<file path="src/rtl/qpe_pkg.sv">
`timescale 1ns / 1ps

package qpe_pkg;

    // Line length limits for a plain character and for an escape.
    localparam logic [6:0] PLAIN_LIMIT  = 7'd75;
    localparam logic [6:0] ESCAPE_LIMIT = 7'd73;

    localparam logic [7:0] CH_TAB = 8'h09;
    localparam logic [7:0] CH_LF  = 8'h0A;
    localparam logic [7:0] CH_CR  = 8'h0D;
    localparam logic [7:0] CH_SP  = 8'h20;
    localparam logic [7:0] CH_EQ  = 8'h3D;
    localparam logic [7:0] CH_LT  = 8'h3C;
    localparam logic [7:0] CH_GT  = 8'h3E;
    localparam logic [7:0] CH_TILDE = 8'h7E;

    // The job queue depth must be a power of two so the pointers wrap.
    localparam int FIFO_DEPTH = 4;
    localparam int FIFO_AW    = $clog2(FIFO_DEPTH);

    typedef enum logic [1:0] {
        K_NONE,
        K_PLAIN,
        K_ESC,
        K_CRLF
    } kind_t;

    // One classified input item: an optional soft break and part for the
    // held CR, then an optional soft break and part for the new byte.
    typedef struct packed {
        logic       sb_a;
        kind_t      kind_a;
        logic       sb_b;
        kind_t      kind_b;
        logic [7:0] data;
        logic       fin;
    } job_t;

    typedef struct packed {
        logic full;
        logic empty;
    } fifo_status_t;

    function automatic logic [7:0] hex_char(input logic [3:0] nib);
        logic [7:0] r;
        if (nib < 4'd10) begin
            r = 8'h30 + {4'd0, nib};
        end else begin
            r = 8'h37 + {4'd0, nib};
        end
        return r;
    endfunction

endpackage

</file>
<file path="src/rtl/qpe_front.sv">
`timescale 1ns / 1ps

module qpe_front import qpe_pkg::*; (
    input  logic       aclk,
    input  logic       aresetn,
    input  logic       accept,
    input  logic [7:0] data_byte,
    input  logic       final_byte,
    output logic       push,
    output job_t       job
);

    logic [6:0] line_length_reg, line_length_next;
    logic       cr_pending_reg, cr_pending_next;
    logic       space_before_cr_reg, space_before_cr_next;
    logic [7:0] previous_byte_reg;
    logic       seen_any_byte_reg;

    logic [6:0] ll_mid;
    logic       handled;
    logic       plain;

    always_comb begin
        plain = ((data_byte >= CH_SP) && (data_byte <= CH_LT))
             || ((data_byte >= CH_GT) && (data_byte <= CH_TILDE))
             || (data_byte == CH_TAB);

        job.data   = data_byte;
        job.fin    = final_byte;
        job.sb_a   = 1'b0;
        job.kind_a = K_NONE;
        job.sb_b   = 1'b0;
        job.kind_b = K_NONE;
        handled    = 1'b0;
        ll_mid     = line_length_reg;

        if (cr_pending_reg) begin
            if (data_byte == CH_LF) begin
                job.kind_a = K_CRLF;
                job.sb_a   = space_before_cr_reg;
                ll_mid     = 7'd0;
                handled    = 1'b1;
            end else begin
                job.kind_a = K_ESC;
                job.sb_a   = (line_length_reg >= ESCAPE_LIMIT);
                ll_mid     = job.sb_a ? 7'd3 : line_length_reg + 7'd3;
            end
        end

        line_length_next     = ll_mid;
        cr_pending_next      = 1'b0;
        space_before_cr_next = 1'b0;
        if (!handled) begin
            if ((data_byte == CH_CR) && !final_byte) begin
                // Hold the CR until the next byte shows whether an LF follows.
                cr_pending_next      = 1'b1;
                space_before_cr_next = seen_any_byte_reg
                    && ((previous_byte_reg == CH_TAB) || (previous_byte_reg == CH_SP));
            end else if (plain) begin
                job.kind_b       = K_PLAIN;
                job.sb_b         = (ll_mid == PLAIN_LIMIT);
                line_length_next = job.sb_b ? 7'd1 : ll_mid + 7'd1;
            end else begin
                job.kind_b       = K_ESC;
                job.sb_b         = (ll_mid >= ESCAPE_LIMIT);
                line_length_next = job.sb_b ? 7'd3 : ll_mid + 7'd3;
            end
        end

        push = accept && ((job.kind_a != K_NONE) || (job.kind_b != K_NONE));
    end

    always_ff @(posedge aclk) begin
        if (!aresetn) begin
            line_length_reg     <= 7'd0;
            cr_pending_reg      <= 1'b0;
            space_before_cr_reg <= 1'b0;
            previous_byte_reg   <= 8'd0;
            seen_any_byte_reg   <= 1'b0;
        end else if (accept) begin
            if (final_byte) begin
                line_length_reg     <= 7'd0;
                cr_pending_reg      <= 1'b0;
                space_before_cr_reg <= 1'b0;
                previous_byte_reg   <= 8'd0;
                seen_any_byte_reg   <= 1'b0;
            end else begin
                line_length_reg     <= line_length_next;
                cr_pending_reg      <= cr_pending_next;
                space_before_cr_reg <= space_before_cr_next;
                previous_byte_reg   <= data_byte;
                seen_any_byte_reg   <= 1'b1;
            end
        end
    end

endmodule

</file>
<file path="src/rtl/qpe_fifo.sv">
`timescale 1ns / 1ps

module qpe_fifo import qpe_pkg::*; (
    input  logic         aclk,
    input  logic         aresetn,
    input  logic         wr_en,
    input  job_t         wr_data,
    input  logic         rd_en,
    output job_t         rd_data,
    output fifo_status_t status
);

    job_t                 mem [FIFO_DEPTH];
    logic [FIFO_AW-1:0]   wr_ptr_reg;
    logic [FIFO_AW-1:0]   rd_ptr_reg;
    logic [FIFO_AW:0]     count_reg;

    logic do_wr, do_rd;

    assign status.full  = (count_reg == (FIFO_AW+1)'(FIFO_DEPTH));
    assign status.empty = (count_reg == '0);
    assign do_wr   = wr_en && !status.full;
    assign do_rd   = rd_en && !status.empty;
    assign rd_data = mem[rd_ptr_reg];

    always_ff @(posedge aclk) begin
        if (do_wr) begin
            mem[wr_ptr_reg] <= wr_data;
        end
    end

    always_ff @(posedge aclk) begin
        if (!aresetn) begin
            wr_ptr_reg <= '0;
            rd_ptr_reg <= '0;
            count_reg  <= '0;
        end else begin
            if (do_wr) begin
                wr_ptr_reg <= wr_ptr_reg + 1'b1;
            end
            if (do_rd) begin
                rd_ptr_reg <= rd_ptr_reg + 1'b1;
            end
            if (do_wr && !do_rd) begin
                count_reg <= count_reg + 1'b1;
            end else if (do_rd && !do_wr) begin
                count_reg <= count_reg - 1'b1;
            end
        end
    end

endmodule

</file>
<file path="src/rtl/qpe_back.sv">
`timescale 1ns / 1ps

module qpe_back import qpe_pkg::*; (
    input  logic       aclk,
    input  logic       aresetn,
    input  logic       job_avail,
    input  job_t       job_in,
    output logic       pop,
    output logic       m_tvalid,
    input  logic       m_tready,
    output logic [7:0] m_tdata,
    output logic       m_tuser,
    output logic       m_tlast
);

    typedef enum logic [1:0] {
        P_SBA,
        P_A,
        P_SBB,
        P_B
    } phase_t;

    typedef struct packed {
        logic   found;
        phase_t phase;
    } search_t;

    function automatic logic [1:0] kind_len(input kind_t k);
        logic [1:0] r;
        unique case (k)
            K_NONE:  r = 2'd0;
            K_PLAIN: r = 2'd1;
            K_ESC:   r = 2'd3;
            K_CRLF:  r = 2'd2;
            default: r = 2'd0;
        endcase
        return r;
    endfunction

    function automatic logic [1:0] part_len(input job_t j, input phase_t p);
        logic [1:0] r;
        unique case (p)
            P_SBA:   r = j.sb_a ? 2'd3 : 2'd0;
            P_A:     r = kind_len(j.kind_a);
            P_SBB:   r = j.sb_b ? 2'd3 : 2'd0;
            P_B:     r = kind_len(j.kind_b);
            default: r = 2'd0;
        endcase
        return r;
    endfunction

    // First phase at or after start that has characters to send.
    function automatic search_t find_phase(input job_t j, input logic [2:0] start);
        search_t r;
        r.found = 1'b0;
        r.phase = P_SBA;
        for (int i = 3; i >= 0; i--) begin
            if ((3'(i) >= start) && (part_len(j, phase_t'(i[1:0])) != 2'd0)) begin
                r.found = 1'b1;
                r.phase = phase_t'(i[1:0]);
            end
        end
        return r;
    endfunction

    function automatic logic [7:0] part_char(input kind_t k, input logic [7:0] b,
                                             input logic [1:0] idx);
        logic [7:0] r;
        unique case (k)
            K_PLAIN: r = b;
            K_CRLF:  r = (idx == 2'd0) ? CH_CR : CH_LF;
            K_ESC: begin
                if (idx == 2'd0) begin
                    r = CH_EQ;
                end else if (idx == 2'd1) begin
                    r = hex_char(b[7:4]);
                end else begin
                    r = hex_char(b[3:0]);
                end
            end
            default: r = CH_EQ;
        endcase
        return r;
    endfunction

    function automatic logic [7:0] break_char(input logic [1:0] idx);
        logic [7:0] r;
        if (idx == 2'd0) begin
            r = CH_EQ;
        end else if (idx == 2'd1) begin
            r = CH_CR;
        end else begin
            r = CH_LF;
        end
        return r;
    endfunction

    job_t       job_reg;
    logic       job_valid_reg;
    phase_t     phase_reg;
    logic [1:0] idx_reg;

    logic       m_valid_reg;
    logic [7:0] m_data_reg;
    logic       m_user_reg;
    logic       m_last_reg;

    logic [7:0] cur_char;
    logic       idx_end;
    logic       char_last;
    logic       out_free;
    logic       load_char;
    search_t    nxt;
    search_t    first;

    always_comb begin
        unique case (phase_reg)
            P_SBA:   cur_char = break_char(idx_reg);
            P_A:     cur_char = part_char(job_reg.kind_a, CH_CR, idx_reg);
            P_SBB:   cur_char = break_char(idx_reg);
            P_B:     cur_char = part_char(job_reg.kind_b, job_reg.data, idx_reg);
            default: cur_char = CH_EQ;
        endcase
        idx_end   = (idx_reg == part_len(job_reg, phase_reg) - 2'd1);
        nxt       = find_phase(job_reg, {1'b0, phase_reg} + 3'd1);
        first     = find_phase(job_in, 3'd0);
        char_last = idx_end && !nxt.found;
        out_free  = !m_valid_reg || m_tready;
        load_char = job_valid_reg && out_free;
        // Fetch the next job while the last character of this one goes out.
        pop       = job_avail && (!job_valid_reg || (load_char && char_last));
    end

    always_ff @(posedge aclk) begin
        if (!aresetn) begin
            job_valid_reg <= 1'b0;
            m_valid_reg   <= 1'b0;
        end else begin
            if (pop) begin
                job_valid_reg <= 1'b1;
            end else if (load_char && char_last) begin
                job_valid_reg <= 1'b0;
            end
            if (load_char) begin
                m_valid_reg <= 1'b1;
            end else if (m_tready) begin
                m_valid_reg <= 1'b0;
            end
        end
    end

    always_ff @(posedge aclk) begin
        if (pop) begin
            job_reg   <= job_in;
            phase_reg <= first.phase;
            idx_reg   <= 2'd0;
        end else if (load_char && !char_last) begin
            if (idx_end) begin
                phase_reg <= nxt.phase;
                idx_reg   <= 2'd0;
            end else begin
                idx_reg <= idx_reg + 2'd1;
            end
        end
        if (load_char) begin
            m_data_reg <= cur_char;
            m_user_reg <= char_last;
            m_last_reg <= char_last && job_reg.fin;
        end
    end

    assign m_tvalid = m_valid_reg;
    assign m_tdata  = m_data_reg;
    assign m_tuser  = m_user_reg;
    assign m_tlast  = m_last_reg;

endmodule

</file>
<file path="src/rtl/quoted_printable_encoder.sv">
`timescale 1ns / 1ps
// An accepted item passes through the job queue and the job register before its first character
// reaches the output register on m_tdata. Throughput: one character per cycle from the output register
// while m_tready is high; an item makes 1 character for a plain byte, 3 for an escape, up to 9, none for a held CR.
// A 4-entry job queue lets input run ahead of output.
// Reset: synchronous, active low; clears line state, pending CR, the job queue and m_tvalid.

module quoted_printable_encoder import qpe_pkg::*; (
    input  logic       aclk,
    input  logic       aresetn,
    input  logic       s_tvalid,
    output logic       s_tready,
    input  logic [7:0] s_tdata,   // [7:0] data_byte
    input  logic       s_tlast,
    output logic       m_tvalid,
    input  logic       m_tready,
    output logic [7:0] m_tdata,   // [7:0] out_char
    output logic       m_tuser,   // [0] run_end
    output logic       m_tlast
);

    logic         accept;
    logic         push;
    logic         pop;
    job_t         job_wr;
    job_t         job_rd;
    fifo_status_t fifo_st;

    assign s_tready = !fifo_st.full;
    assign accept   = s_tvalid && s_tready;

    qpe_front u_front (
        .aclk       (aclk),
        .aresetn    (aresetn),
        .accept     (accept),
        .data_byte  (s_tdata),
        .final_byte (s_tlast),
        .push       (push),
        .job        (job_wr)
    );

    qpe_fifo u_fifo (
        .aclk    (aclk),
        .aresetn (aresetn),
        .wr_en   (push),
        .wr_data (job_wr),
        .rd_en   (pop),
        .rd_data (job_rd),
        .status  (fifo_st)
    );

    qpe_back u_back (
        .aclk      (aclk),
        .aresetn   (aresetn),
        .job_avail (!fifo_st.empty),
        .job_in    (job_rd),
        .pop       (pop),
        .m_tvalid  (m_tvalid),
        .m_tready  (m_tready),
        .m_tdata   (m_tdata),
        .m_tuser   (m_tuser),
        .m_tlast   (m_tlast)
    );

endmodule

</file>
<file path="config.mk">
export PLATFORM = sky130hd
export DESIGN_NAME = quoted_printable_encoder
export DESIGN_NICKNAME = d
export VERILOG_FILES = /design/src/rtl/qpe_pkg.sv /design/src/rtl/qpe_front.sv /design/src/rtl/qpe_fifo.sv /design/src/rtl/qpe_back.sv /design/src/rtl/quoted_printable_encoder.sv
export SDC_FILE = /design/constraint.sdc
export NUM_CORES = 1
export LEC_CHECK = 0
export ABC_AREA = 1
export BUFFER_PORTS_ARGS = -buffer_cell sky130_fd_sc_hd__buf_4
export CORE_MARGIN = 2
export CORE_UTILIZATION = 58
export CTS_BUF_LIST = sky130_fd_sc_hd__clkbuf_2 sky130_fd_sc_hd__clkbuf_4 sky130_fd_sc_hd__clkbuf_8
export CTS_CLUSTER_SIZE = 25
export DETAILED_ROUTE_END_ITERATION = 12
export PLACE_DENSITY = 0.79
export REMOVE_ABC_BUFFERS = 1
export SKIP_CTS_REPAIR_TIMING = 1
export SYNTH_ARGS = -nofsm -noshare
export SYNTH_HDL_FRONTEND = slang
export SYNTH_SLANG_ARGS = --single-unit
</file>
<file path="constraint.sdc">
create_clock -name aclk -period 2.7 [get_ports aclk]
set_input_delay 0.54 -clock aclk [delete_from_list [all_inputs] [get_ports aclk]]
set_output_delay 0.54 -clock aclk [all_outputs]
set_load 0.01 [all_outputs]
</file>
After elaboration in Yosys (flattened, before gate mapping)
Memory sizes are Yosys's and may differ from the RTL's. A register that Yosys moved wholly into a read port is not among the register bits. Cells that the tools add are included.

Input port bits: 13. Memories: 1. Register bits after elaboration: 56. Bits in latches: 0. RAM bits: 60. Memory bits (read-only): 0. Word-level logic and storage cells: 198. Output and inout port bits: 12.

Multiplexer cells: 67. Add/sub/neg operators: 14. Order comparisons: 12. Multipliers: 0. Shift-type cells: 0. Div/mod/pow operators: 0. Reductions and logical operators: 59. Bitwise operators: 0. Eq/ne operators: 24.

Memory list: u_fifo.mem (words 4, bits a word 15, read ports 1, clocked after memory_dff 1, write ports 1, RTL line qpe_fifo.sv:13) `job_t mem [FIFO_DEPTH];`.

Operators by type and width (count): $pmux W8 S3 (3); $mux W7 (10); $mux W8 (7); $pmux W2 S4 (5); $mux W3 (13); $eq A8 B4 Y1 const B (4); $reduce_bool A2 Y1 (15); $add A6 B4 Y7 const A (4); $mux W2 (14); $eq A2 B2 Y1 const B (10); $logic_and A1 B1 Y1 (20); $ge A8 B6 Y1 const B (2); $mux W1 (15); $add A7 B2 Y7 const B (2); $ge A7 B7 Y1 const B (2); $eq A2 B1 Y1 const B (6); $logic_not A2 Y1 (6); $logic_not A1 Y1 (9); $eq A8 B6 Y1 const B (1); $le A8 B6 Y1 const B (1); $le A8 B7 Y1 const B (1); $lt A4 B4 Y1 const B (2); $add A7 B1 Y7 const B (1); $eq A7 B7 Y1 const B (1); other kinds (13) (22).

Logic depth before layout (Yosys ltp)
Word-level depth: 17. Gate-level depth with buffers: 23. Depth with buffers taken out: 23.

Modules after synthesis
A second synthesis with hierarchy kept.

Cells, all modules: 699. Area total of the unflattened synthesis: 6406.1 sq um.

Modules (own cells, without submodules): qpe_fifo (times used 1, seq. area each 1981.9 sq um, area each 2861.5 sq um, cells each 215); qpe_back (times used 1, seq. area each 890.9 sq um, area each 1931.9 sq um, cells each 218); qpe_front (times used 1, seq. area each 360.3 sq um, area each 1595.3 sq um, cells each 262); quoted_printable_encoder (times used 1, seq. area each 0.0 sq um, area each 17.5 sq um, cells each 4).

Worst setup path before layout
Ideal clock, no wire load.

Kind: flip-flop to flip-flop. Start: register u_back.job_reg[9] in the netlist's numbering. End: register u_fifo.count_reg[2]. Setup time: 70 ps. Data required time: 2630 ps. Period minus slack after synthesis: 2694 ps. Buffers on the path: 0. Path slack: 6 ps. Arrival time: 2624 ps. Cell stages (with the launch flop): 23. Cell sequence: edfxtp_1 > inv_1 > ha_1 > inv_1 > nand2_1 > nor2_1 > o21ai_0 > nand3_1 > nand3_1 > a21o_1 > nand2_2 > inv_2 > nand3_2 > nand2_2 > nand2_4 > ha_1 > inv_1 > fa_1 > nor2_1 > nor2_1 > nand2_1 > o21ai_0 > a21oi_1.

Cells in the longest elaborated chain, start to end: 17. Elaborated cells between the ends (all ways): 25. Classes of those cells: add/sub (1); eq/ne (4); mux (7); reduce/logical (13).

Ends and longest elaborated chain: start, declared (RTL line qpe_back.sv:98) `job_t job_reg;`; start signal, assigned (RTL line qpe_back.sv:154) `job_reg <= job_in;`; $eq A2 B2 Y1, or another cell as far along (RTL line qpe_back.sv:30) `unique case (k)`; $pmux W2 S4 * (RTL line qpe_back.sv:30); parallel branches: the longest is 7 deep, another holds $sub A2 B1 Y2; $logic_and A1 B1 Y1 * (RTL line qpe_back.sv:127) `char_last = idx_end && !nxt.found;`; $logic_and A1 B1 Y1 * (RTL line qpe_back.sv:131) `pop = job_avail && (!job_valid_reg || (load_char && char_last));`; $logic_or A1 B1 Y1 * (RTL line qpe_back.sv:131); $logic_and A1 B1 Y1 * (RTL line qpe_back.sv:131); $logic_and A1 B1 Y1 * (RTL line qpe_fifo.sv:23) `assign do_rd = rd_en && !status.empty;`; $logic_not A1 Y1 (RTL line qpe_fifo.sv:44) `if (do_wr && !do_rd) begin`; $logic_and A1 B1 Y1 (RTL line qpe_fifo.sv:44); $mux W3 / $reduce_bool A2 Y1 (equally long branches); end signal, assigned (RTL line qpe_fifo.sv:45) `count_reg <= count_reg + 1'b1;`; end signal, assigned (RTL line qpe_fifo.sv:47) `count_reg <= count_reg - 1'b1;`; end, declared (RTL line qpe_fifo.sv:16) `logic [FIFO_AW:0] count_reg;`.

Every way passes the cells marked *. A chain may end at the register's enable or synchronous reset.

Worst setup path after layout
Start: register u_back.job_reg[13] in the netlist's numbering. End: register u_fifo.count_reg[1].

Cells in the longest elaborated chain, start to end: 15. Elaborated cells between the ends (all ways): 23. Classes of those cells: add/sub (1); eq/ne (4); mux (5); reduce/logical (13).

Ends and longest elaborated chain (RTL line): $eq A2 B2 Y1, or another cell as far along (qpe_back.sv:30); $pmux W2 S4 * (qpe_back.sv:30); parallel branches: the longest is 5 deep, another holds $sub A2 B1 Y2; $logic_and A1 B1 Y1 * (qpe_back.sv:127); $logic_and A1 B1 Y1 * (qpe_back.sv:131); $logic_or A1 B1 Y1 * (qpe_back.sv:131); $logic_and A1 B1 Y1 * (qpe_back.sv:131); $logic_and A1 B1 Y1 * (qpe_fifo.sv:23); $logic_not A1 Y1 (qpe_fifo.sv:44); $logic_and A1 B1 Y1 (qpe_fifo.sv:44); $mux W3 / $reduce_bool A2 Y1 (equally long branches).

Marks and branches as above.

==> results.rst <==
.. list-table::
   :header-rows: 1

   * - Metric
     - Value
   * - Outcome
     - finished with violations
   * - Failing checks
     - negative setup slack
   * - Area added between synthesis and finish
     - 17.1%
   * - Global-route layer with the greatest usage
     - met2
   * - Number of synthesized flops with an enable pin
     - 87
   * - Cell Area, Placed
     - between 0.006 and 0.007 mm^2
   * - Initial detailed-routing violation count
     - 346
   * - Placement Rows
     - 37
   * - IO Pins
     - 25
   * - Tightest Hold Check Type
     - in -> reg
   * - Cell type with the highest aggregate area in the netlist
     - sky130_fd_sc_hd__edfxtp_1
   * - Instance count of the mapped netlist
     - 661
   * - Placer Congestion
     - 0.901
   * - Endpoint of the most critical register-to-register path
     - u_fifo.count_reg[1]
   * - Critical path start-end classification
     - reg -> reg
   * - Total of buffers placed on input and output ports
     - 24
   * - Hold Path Origin
     - s_tdata[5]
   * - Standby leakage power
     - 2.85 nW
   * - Total wirelength of the detailed-routed design
     - 13.3 mm
   * - Area share of the largest cell type after synthesis
     - 0.435
   * - DR DRC count
     - 0
   * - Full die area
     - 0.0112 mm^2
   * - Startpoint type of the worst setup path
     - flip-flop
   * - Layout Nets
     - 760
   * - Yosys warnings
     - 0
   * - Die Ht
     - 106 um
   * - Number of antenna-violating nets in the routed design
     - 0
   * - Global router's overall resource usage
     - 0.247
   * - Total of max-cap violations
     - 0
   * - Number of global-route vias before repair
     - 4667
   * - Fin worst setup slack
     - -30.0 ps
   * - Mapped cell area
     - approximately 0.006 mm^2
   * - Cell depth of the worst hold path
     - 1
   * - Clk root buf
     - sky130_fd_sc_hd__clkbuf_8
   * - Top post-synthesis cells by count
     - 126 x sky130_fd_sc_hd__nand2_1, 87 x sky130_fd_sc_hd__edfxtp_1, 71 x sky130_fd_sc_hd__inv_1
   * - Vias per cell
     - between 5 and 6
   * - Placement-stage worst setup slack
     - -188 ps
   * - Initial antenna violation count
     - 0
   * - Hold worst-path end
     - u_fifo.mem[0][6]
   * - Count of cell types in the netlist
     - 46
   * - CTS buffer count
     - 17
   * - RSZ-0062 raised after global routing
     - yes
   * - Maximum level of the CTS H-tree
     - 4
   * - Highest achievable clock rate
     - between 300 and 400 MHz
   * - Share of post-route cells with drive strength above 1
     - 0.216
   * - DIE WIDTH
     - 106 um
   * - Fraction of synthesis flops using an asynchronous set or reset pin
     - 0
   * - Reg clk slew, reported paths
     - around 70 ps
   * - Starting density of the core
     - 0.590
   * - First-pass iteration count of the detailed router
     - 5
   * - R2R depth
     - 16
   * - Global routing usage on met2
     - 0.453
   * - Largest net degree at the start of global routing
     - 31
   * - Highest net fanout along the worst path
     - 4
   * - Clk sink count
     - 118
   * - Total instance count after detailed placement
     - 832
   * - Global-route met3 utilization
     - 0.0526
   * - Finished Core Util
     - 0.691
   * - Setup-violating endpoint count in the final report
     - 2
   * - Number of buffers on the longest clock path
     - 2
   * - Dpl hpwl
     - 9.41 mm
   * - Final slew viol count
     - 0
   * - Post-synthesis sequential element count
     - 118
   * - Flip-flop count of the largest register, all copies and words added
     - 60
   * - Slew at the pin closest to its max-slew limit
     - between 700 and 800 ps
   * - Antenna cell count
     - 0
   * - Synth area leaders
     - sky130_fd_sc_hd__edfxtp_1 43%, sky130_fd_sc_hd__dfxtp_1 10%, sky130_fd_sc_hd__nand2_1 7.9%
   * - Pwr dens
     - 1040 mW/mm^2
   * - Maximum clock skew at final layout
     - 18.1 ps
   * - Final worst-path cycle share
     - 1.01
   * - Startpoint of the worst register-to-register path
     - u_back.job_reg[13]
   * - WL per Instance
     - 15.2 um
   * - Proportion of synthesized chip area in sequential cells
     - 0.538
   * - Top flip-flop cell by instance count after synthesis
     - sky130_fd_sc_hd__edfxtp_1
   * - GRT Residual Overflow
     - 0
   * - Normalized max-slew margin
     - 0.477
   * - Summed area of non-filler cells in the final layout
     - 0.00704 mm^2
   * - Latest clock arrival within the worst-skew pair
     - 440 ps
   * - Worst IR Drop VDD
     - roughly 500 uV
   * - Count of final hold-check violations
     - 0
   * - Worst reg-to-reg setup slack
     - -30 ps
   * - Placeable core region
     - just over 0.01 mm^2
   * - Required time of the worst setup path
     - 3070 ps
   * - Post-synthesis area per instance
     - 9.09 um^2
   * - Non-filler instance count after layout
     - 873
   * - Final min period
     - 2730 ps
   * - Most frequent cell after synthesis
     - sky130_fd_sc_hd__nand2_1
   * - Fraction of met1 tracks used by global routing
     - 0.273
   * - CTS tree
     - done
   * - CP endpoint kind
     - flip-flop
   * - Via count
     - 4847
   * - Global-route wire length before repair
     - 21.5 mm
   * - Data arrival time of the worst path
     - 3100 ps
worst max path at each step:
stage,start,cells past startpoint,to,slack [ps]
final,u_back.job_reg[13],16,u_fifo.count_reg[1],-30
after CTS,u_back.job_reg[10],20,u_fifo.count_reg[1],-250
after floorplan,u_back.job_reg[9],22,u_fifo.count_reg[2],6
after global placement,u_back.job_reg[10],22,u_fifo.count_reg[2],-10
after detailed placement,u_back.job_reg[10],22,u_fifo.count_reg[2],-190
after global routing,u_back.job_reg[13],19,u_fifo.count_reg[2],-170
report_power, final:
group	switching [mW]	leakage [nW]	internal [mW]
registers	0.216	1.08	2.48
clock network	0.735	0.186	0.820
logic	1.86	1.59	1.19
total	2.82	2.85	4.49
metrics by stage:
| stage | setup TNS, ps | power (mW) | hold WS [ps] |
|---|---|---|---|
| after floorplan | 0 | 4.44 | 440 |
| after global placement | -10.0 | 5.24 | 448 |
| after detailed placement | -328 | 5.38 | 456 |
| after CTS | -490 | 6.96 | 312 |
| after global routing | -469 | 7.75 | 327 |
| final | -43.2 | 7.31 | 333 |
cell type report:
| cell class | count | area (um^2) |
|---|---|---|
| flip-flops and latches | 118 | 3230 |
| fillers | 775 | 3150 |
| multi-input cells | 441 | 2470 |
| clock inverters | 15 | 155 |
| well taps | 136 | 170 |
| inverters | 88 | 333 |
| clock buffers | 17 | 234 |
| repair buffers | 58 | 439 |
layout by cell type, fill, tap and decap left out, types with 6 or more instances in the layout:
| master | count |
|---|---|
| sky130_fd_sc_hd__a21oi_1 | 48 |
| sky130_fd_sc_hd__buf_4 | 57 |
| sky130_fd_sc_hd__clkbuf_8 | 17 |
| sky130_fd_sc_hd__dfxtp_1 | 31 |
| sky130_fd_sc_hd__edfxtp_1 | 87 |
| sky130_fd_sc_hd__ha_1 | 15 |
| sky130_fd_sc_hd__inv_1 | 66 |
| sky130_fd_sc_hd__inv_2 | 18 |
| sky130_fd_sc_hd__nand2_1 | 125 |
| sky130_fd_sc_hd__nand2_2 | 14 |
| sky130_fd_sc_hd__nand3_1 | 22 |
| sky130_fd_sc_hd__nand3_2 | 7 |
| sky130_fd_sc_hd__nand4_1 | 8 |
| sky130_fd_sc_hd__nor2_1 | 67 |
| sky130_fd_sc_hd__nor2_4 | 6 |
| sky130_fd_sc_hd__nor3_1 | 6 |
| sky130_fd_sc_hd__o21ai_0 | 54 |
| sky130_fd_sc_hd__o21ai_1 | 6 |
| sky130_fd_sc_hd__o22ai_1 | 11 |
cell families after synthesis:
group	count (synthesis)	share of synthesized area
AO/OA/AOI/OAI	144	0.136
adder cells (fa/ha/maj)	23	0.0491
XOR/XNOR	5	0.00729
AND/OR/NAND/NOR	269	0.206
buffers and inverters	102	0.0641
flip-flops	118	0.538
metal layers:
metal / wire [um] / share of wire
met1: 5260 / 0.40
met2: 7160 / 0.54
met3: 565 / 0.043
met4: 297 / 0.022
met5: 0 / 0
critical path, stage by stage (launching register included):
cell	delay, ps
sky130_fd_sc_hd__edfxtp_1	460
sky130_fd_sc_hd__ha_2	230
sky130_fd_sc_hd__o211ai_1	230
sky130_fd_sc_hd__nand3_2	140
sky130_fd_sc_hd__nand2_1	100
sky130_fd_sc_hd__nand2_1	70
sky130_fd_sc_hd__a21o_1	190
sky130_fd_sc_hd__nand2_2	100
sky130_fd_sc_hd__inv_2	50
sky130_fd_sc_hd__nand3_2	60
sky130_fd_sc_hd__nand2_2	80
sky130_fd_sc_hd__nand2_4	80
sky130_fd_sc_hd__ha_4	120
sky130_fd_sc_hd__inv_2	40
sky130_fd_sc_hd__fa_2	520
sky130_fd_sc_hd__o21ai_2	70
sky130_fd_sc_hd__a21oi_2	120
Note: power is estimated with default switching activity, not from simulation.
